[config.mk]
export PLATFORM = sky130hd
export DESIGN_NAME = mbox_outq_flat
export DESIGN_NICKNAME = d
export VERILOG_FILES = /design/src/design/mbox_if.sv /design/src/design/mbox_outq.sv /design/src/flat_wrapper.sv
export SDC_FILE = /design/constraint.sdc
export NUM_CORES = 1
export LEC_CHECK = 0
export BUFFER_PORTS_ARGS = -buffer_cell sky130_fd_sc_hd__buf_2
export CORE_AREA = 2 2 39 41
export DETAILED_ROUTE_END_ITERATION = 10
export DIE_AREA = 0 0 41 43
export MAX_ROUTING_LAYER = met4
export RECOVER_POWER = 25
export REMOVE_ABC_BUFFERS = 1
export SETUP_SLACK_MARGIN = 0.02
export SYNTH_ARGS = -nofsm -noshare
export SYNTH_HDL_FRONTEND = slang
export SYNTH_SLANG_ARGS = --single-unit
[constraint.sdc]
create_clock -name clk -period 1.3 [get_ports clk]
set_input_delay 0.195 -clock clk [delete_from_list [all_inputs] [get_ports clk]]
set_output_delay 0.195 -clock clk [all_outputs]
set_load 0.02 [all_outputs]
[src/design/mbox_if.sv]


interface mbox_result_if;
    logic valid;
    logic ready;
    logic inside_res;
    logic saturated;

    modport source (output valid, output inside_res, output saturated, input ready);
    modport sink   (input valid, input inside_res, input saturated, output ready);
endinterface


[src/design/mbox_outq.sv]
// ============================================================================
// mbox_outq
// Two-entry result queue; its fill level gates the whole pipeline.
// ============================================================================
module mbox_outq (
    input  logic   clk,
    input  logic   rst_n,
    input  logic   push,
    input  logic   push_inside,
    input  logic   push_sat,
    output logic   space,
    mbox_result_if.source result
);
    localparam logic [1:0] FULL = 2'd2;

    logic [1:0] count_reg;
    logic [1:0] count_next;
    logic       wr_ptr_reg;
    logic       rd_ptr_reg;
    logic [1:0] slot_reg [2];
    logic       pop;

    assign pop   = result.valid && result.ready;
    assign space = (count_reg != FULL);

    always_comb
    begin
        count_next = count_reg + {1'b0, push} - {1'b0, pop};
    end

    always_ff @(posedge clk or negedge rst_n)
    begin
        if (!rst_n)
        begin
            count_reg  <= '0;
            wr_ptr_reg <= 1'b0;
            rd_ptr_reg <= 1'b0;
        end
        else
        begin
            count_reg <= count_next;
            if (push)
            begin
                wr_ptr_reg <= ~wr_ptr_reg;
            end
            if (pop)
            begin
                rd_ptr_reg <= ~rd_ptr_reg;
            end
        end
    end

    always_ff @(posedge clk)
    begin
        if (push)
        begin
            slot_reg[wr_ptr_reg] <= {push_inside, push_sat};
        end
    end

    assign result.valid      = (count_reg != 2'd0);
    assign result.inside_res = slot_reg[rd_ptr_reg][1];
    assign result.saturated  = slot_reg[rd_ptr_reg][0];

    a_no_push_full: assert property (@(posedge clk) disable iff (!rst_n)
        push |-> (count_reg != FULL))
        else $error("result pushed into a full queue");

    a_fill_up: assert property (@(posedge clk) disable iff (!rst_n)
        (push && !pop) |=> (count_reg == $past(count_reg) + 2'd1))
        else $error("queue level did not rise on push");

    a_drain: assert property (@(posedge clk) disable iff (!rst_n)
        (pop && !push) |=> (count_reg == $past(count_reg) - 2'd1))
        else $error("queue level did not fall on pop");

endmodule

[src/flat_wrapper.sv]
// flat-port wrapper written by rule: the top's interface ports become plain ports
module mbox_outq_flat 
  (clk, rst_n, push, push_inside, push_sat, space, result_valid, result_inside_res, result_saturated, result_ready);
  mbox_result_if result_i ();
  input  logic clk;
  input  logic rst_n;
  input  logic push;
  input  logic push_inside;
  input  logic push_sat;
  output logic space;
  output wire logic [$bits(result_i.valid)-1:0] result_valid;
  output wire logic [$bits(result_i.inside_res)-1:0] result_inside_res;
  output wire logic [$bits(result_i.saturated)-1:0] result_saturated;
  input wire logic [$bits(result_i.ready)-1:0] result_ready;
  assign result_valid = result_i.valid;
  assign result_inside_res = result_i.inside_res;
  assign result_saturated = result_i.saturated;
  assign result_i.ready = result_ready;
  mbox_outq u_core (.clk(clk), .rst_n(rst_n), .push(push), .push_inside(push_inside), .push_sat(push_sat), .space(space), .result(result_i));
endmodule
==> summary.md, run 1 <==
| Metric | Value |
|---|---|
| Critical path's slowest cell | `dfrtp_1` |
| Initial antenna violation count | `0` |
| Router iterations before antenna repair | `1` |
| Final Cell Area | `551 sq um` |
| CP peak stage delay | `between 0.3 and 0.4 ns` |
| YS warnings | `0` |
| Sequential power share | `between 30% and 40%` |
| Syn_area_per_cell | `14.9 sq um` |
| Total global routing overflow | `0` |
| H-Tree Depth | `1` |
| Critical path's top delay family | `adder cells` |
| Core area | `1380 sq um` |
| Synthesis-to-finish area growth | `61.2%` |
| EDFF count, synth | `4` |
| Die area | `1760 sq um` |
| Remaining antenna violation count | `0` |
| Mux share of post-synthesis cell area | `6.59%` |
| I/O pin total | `10` |
| CP Cell Sequence | `o21a_2 -> ha_4 -> inv_2 -> ha_4 -> xnor2_2 -> xnor2_1` |
| Slew Limit Headroom | `85.7%` |
| Filler Cell Count | `132` |
| I/O Buffers | `9` |
| Metal2 WL | `314 microns` |
| Clk_skew | `0.000658 ns` |
| Height of the die | `43 microns` |
| Clock power frac | `a little over an eighth` |
| Met3 WL | `between 40 and 50 microns` |
| TritonCTS Sinks | `8` |
| Power Dens Cells | `roughly 2400 nW/um^2` |
| Post-synthesis simple-gate area fraction | `6.59%` |
| Synth Register Bits | `8` |
| Die W | `about 41 microns` |
| CTS tree | `yes` |
| Max-slew violations | `0` |
| Crit path arrival time | `1.59 ns` |
| Detailed-route via count | `235` |
| Max reg flops | `4` |
| Main synth FF type | `edfxtp_1` |
| Tcrit/Tclk final | `110%` |
| Layout cells sized above 1 | `61.9%` |
| Synth Area in Compound Gates | `2.56%` |
| RSZ-0062 raised after global routing | `true` |
| Synth top area cells | `edfxtp_1, dfrtp_1, ha_1` |
| Total GRT Usage | `a little under a tenth` |
| Switching Share | `32.7%` |
| Pleak | `between 0.0002 and 0.00025 uW` |
| XOR/XNOR share of the synthesized area | `10.3%` |
| Vias/cell | `4.05` |
| DP Worst Slack | `-0.166 ns` |
| Top-area cell type share of the netlist area | `35.2%` |
| Count of final hold-check violations | `0` |
| Synth Area in Adders | `between 7 and 8%` |
| Worst-path fanout max | `2` |
| Largest family of logic cells by synthesized area | `XOR/XNOR gates` |
| Achievable Freq | `about 700 MHz` |
| Peak supply drop | `approximately 0.0011 V` |
| Largest net degree at the start of global routing | `5` |
| Status | `complete, but fails checks` |
| Power share of the combinational group | `55.0%` |
| Final HPWL DP | `453 microns` |
| Sw power | `~440 uW` |
| Clk Latency, worst-skew pair | `0.24 ns` |
| Worst slew pin tran | `0.213 ns` |
| Max Cap Viol | `0` |
| Mapped Area | `342 sq um` |
| Top cells by count, synth | `dfrtp_1, edfxtp_1` |
| Avg WL per Cell | `approximately 11 microns` |
| Max Root-Sink Buffers | `2` |
| First-pass GRT wire length | `roughly 1000 microns` |
| Cells after synthesis | `23` |
| Sequential share of the synthesized area | `around 64%` |
| Placed inst area | `between 400 and 500 sq um` |
| Reg clk slew, reported paths | `0.05 ns` |
| Final WS setup | `-0.135 ns` |
| Row count | `14` |
| Nets | `52` |
| FFs w/ async S/R, synth | `about 50%` |
| Hold_ws | `about 0.14 ns` |
| Startpoint Class | `flip-flop` |
| Layout Cells excl Fill | `58` |
| N_diodes | `0` |
| Worst Setup End Kind | `flip-flop` |
| WP data required | `around 1.5 ns` |
| DRT met1 WL | `253 microns` |
| Drt drc | `0` |
| Power Internal | `897 uW` |
| Inst Count DP | `52` |
| Routability congestion estimate | `about 0.69` |
| Critical path type | `reg2reg` |
| Final setup violation count | `2` |
| Initial DRC count | `0` |
| Clk root buf | `clkbuf_4` |
| Failing checks | `negative setup slack` |
| Netlist cell types | `12` |
| Highest routed layer | `met3` |
| Initial Util | `24.7%` |
| Vias in the first global route | `300` |
| Cell taking the most area after synthesis | `edfxtp_1` |
| CTS Buf Count | `3` |
| Crit path buffers/inverters | `1` |
| Detailed-route wire length | `610 microns` |
| Most used cell along the critical path | `ha_4` |
| HP Class | `in2reg` |
| Final Critical Period | `1.43 ns` |
worst paths after layout:
check | startpoint | to | slack, ns | depth (start not counted)
max in group asynchronous | rst_n | u_core.wr_ptr_reg | 0.88 | 2
setup / recovery | u_core.count_reg[0] | u_core.count_reg[1] | -0.13 | 6
hold / removal | push_inside | u_core.slot_reg[1][1] | 0.14 | 1
min in group asynchronous | rst_n | u_core.rd_ptr_reg | 0.30 | 2
setup reg to reg | u_core.count_reg[0] | u_core.count_reg[1] | -0.13 | 6
hold reg to reg | u_core.wr_ptr_reg | u_core.wr_ptr_reg | 0.49 | 1
kinds of logic (layout without fill, tap and decap cells):
kind of cell             after synthesis  count (layout)
buffers and inverters                  2              21
XOR/XNOR                               4               4
adder cells (fa/ha/maj)                2               2
AND/OR/NAND/NOR                        4               4
flip-flops                             8               8
AO/OA/AOI/OAI                          1               1
multiplexers                           2               2
per-stage QoR:
| step | TNS, ns | power (uW) | util [%] |
|---|---|---|---|
| global route | -0.406 | 1440 | 39.8 |
| finish | -0.214 | 1330 | 39.8 |
| detailed placement | -0.166 | 909 | 31.6 |
| floorplan | -0.131 | 717 | - |
| global placement | -0.176 | 908 | 31.6 |
| CTS | -0.327 | 1310 | 39.2 |
power by group through the flow:
stage	Clock, uW	Combinational, uW	Sequential [uW]
floorplan	0	298	419
global placement	0	489	419
detailed placement	0	487	422
CTS	192	703	419
global route	204	802	431
finish	180	733	420
layout by cell type, fill, tap and decap left out, drive strengths merged:
| cell | instances |
|---|---|
| and2 | 1 |
| buf | 14 |
| clkbuf | 4 |
| dfrtp | 4 |
| dlygate4sd3 | 1 |
| edfxtp | 4 |
| ha | 2 |
| inv | 2 |
| mux2 | 2 |
| nand2 | 1 |
| nor2b | 1 |
| o21a | 1 |
| or2 | 1 |
| xnor2 | 2 |
| xor2 | 2 |
cell type report:
cell class / count / area, sq um / share of cell area (%)
Sequential cell: 8 / 220 / 40.0
Multi-Input combinational cell: 13 / 154 / 28.0
Timing Repair Buffer: 16 / 124 / 22.5
Clock buffer: 3 / 22.5 / 4.09
Tap cell: 16 / 20.0 / 3.64
Inverter: 2 / 10.0 / 1.82
per-layer routing:
metal,vias up,track usage [%]
met2,10,15.6
met5,-,-
met3,0,1.57
li1,119,-
met4,0,6.00
met1,106,8.67
timing repair:
item / 4_1_cts / 5_1_grt
hold endpoints to repair: 4 / 0
pin swaps: 4 / 4
resized for setup: 13 / 4
setup buffers: 2 / 0
hold buffers: 1 / 0
setup endpoints to repair: 6 / 5
(Power assumes the default switching activity.)
==> run 2, diff against run 1 <==
- CAP_MARGIN: not set -> 10
- PLACE_DENSITY: not set -> 0.45
- clock period: 1.3 -> 1.82 ns (I/O delays scaled with it)
==> run 2 against run 1 <==
The run now ends clean. Global-route usage is 0.60 points lower. Count of clock-buffer cells in the layout up 1. Clock power decreased by 19%. Non-clock buffer count down 6. Combinational power decreased by 63%. Clock skew rose by 0.0011 ns. Power fell by 46%. Utilization decreased by 8.0 points. Critical endpoint unchanged. Largest cell class unchanged. Highest routed layer is now met4.
==> summary.md, run 2 (same netlist as run 1, synthesis figures left out) <==
| Metric | Value |
|---|---|
| Worst Setup End Kind | `flip-flop` |
| Nets | `46` |
| Detailed-route via count | `roughly 210` |
| Reg clk slew, reported paths | `0.05 ns` |
| Core area | `1380 sq um` |
| Worst Reg2Reg Path Length in Cells | `6` |
| Worst slew pin tran | `0.218 ns` |
| Die area | `around 1800 sq um` |
| Layout Cells excl Fill | `between 50 and 60` |
| TritonCTS Sinks | `8` |
| CTS tree | `yes` |
| Max Cap Viol | `0` |
| Drt drc | `0` |
| RSZ-0062 raised after global routing | `false` |
| Setup Fix Bufs, Post-CTS | `0` |
| Layout cells sized above 1 | `37.8%` |
| Inst Count DP | `48` |
| Final setup violation count | `0` |
| Largest net degree at the start of global routing | `6` |
| Total global routing overflow | `0` |
| Post-CTS Hold Buffers | `1` |
| Max-slew violations | `0` |
| Peak supply drop | `0.000437 V` |
| Die W | `a little over 40 microns` |
| Final Critical Period | `1.50 ns` |
| Row count | `14` |
| Synthesis-to-finish area growth | `28.9%` |
| Slew Limit Headroom | `85.5%` |
| N_diodes | `0` |
| Worst-path fanout max | `4` |
| Crit path arrival time | `1.68 ns` |
| Startpoint Class | `flip-flop` |
| Vias/cell | `3.98` |
| I/O Buffers | `9` |
| Vias in the first global route | `217` |
| Max reg flops | `4` |
| I/O pin total | `10` |
| First-pass GRT wire length | `855 microns` |
| Critical path type | `reg2reg` |
| Post-CTS resize count | `0` |
| Utilization after layout | `31.8%` |
| Commonest non-fill, non-tap cell in the layout | `buf_2` |
| Total power draw | `726 uW` |
| Avg WL per Cell | `9.02 microns` |
| Router iterations before antenna repair | `1` |
| Initial Util | `24.7%` |
| Final WS setup | `0.317 ns` |
| Clk_skew | `0.00180 ns` |
| Remaining antenna violation count | `0` |
| Initial DRC count | `0` |
| Total GRT Usage | `under 10%` |
| Height of the die | `between 40 and 50 microns` |
| Final setup TNS | `0 ns` |
| Achievable Freq | `666 MHz` |
| Count of final hold-check violations | `0` |
| Clk Latency, worst-skew pair | `roughly 0.26 ns` |
| CTS Buf Count | `3` |
| WP data required | `2.00 ns` |
| DP Worst Slack | `just over 0.3 ns` |
| Cell depth of the worst hold path | `1` |
| H-Tree Depth | `1` |
| Tcrit/Tclk final | `82.6%` |
| Power Dens Cells | `~1600 nW/um^2` |
| Initial antenna violation count | `0` |
| Max Root-Sink Buffers | `2` |
| R2r setup slk | `0.32 ns` |
| Pleak | `0.000191 uW` |
| Detailed-route wire length | `478 microns` |
| Commonest non-fill, non-tap cells in the layout | `buf_2, dfrtp_1, edfxtp_1` |
| Clk root buf | `clkbuf_4` |
| HP Class | `in2reg` |
| Status | `completed` |
| Routability congestion estimate | `0.630` |
run 2: cell count changes in the layout (fill, tap and decap cells not counted), sizes merged:
| cell | delta |
|---|---|
| clkbuf | +2 |
| buf | -7 |
run 2: routing by layer:
layer  global-route usage, %  up-vias  part of all wire, %
met5                       -        -                    0
li1                        -      103                    -
met3                    6.28        3                  9.0
met1                    7.41       98                   36
met2                    10.3        7                   50
met4                    10.0        0                  4.8
run 2: path summary, 6_finish.rpt:
kind	from	endpoint
setup / recovery	u_core.count_reg[1]	u_core.count_reg[1]
hold / removal	push_sat	u_core.slot_reg[1][0]
setup reg to reg	u_core.count_reg[1]	u_core.count_reg[1]
hold reg to reg	u_core.wr_ptr_reg	u_core.wr_ptr_reg
max in group asynchronous	rst_n	u_core.rd_ptr_reg
min in group asynchronous	rst_n	u_core.count_reg[0]
run 2: critical path, cell delays in order (launching register included):
cell and delay, ns:
dfrtp_1 0.41, o21a_2 0.23, ha_1 0.28, inv_1 0.04
ha_1 0.18, xnor2_1 0.16, xnor2_1 0.14
run 2: where the power goes:
part	internal (uW)	switching, uW
Combinational	133	140
Sequential	261	47.0
Clock	83.9	61.0
run 2: stage by stage:
stage	hold WS [ns]	area, sq um
after detailed placement	0.0835	407
after global routing	0.191	440
after floorplan	-0.0226	342
after CTS	0.197	443
final	0.201	440
after global placement	0.0830	407
run 2: final cells by class:
class	instances	area, sq um
clock buffers	4	26.3
well taps	16	20.0
repair buffers	10	52.6
multi-input cells	13	114
flip-flops and latches	8	220
inverters	2	7.51
fillers	149	943
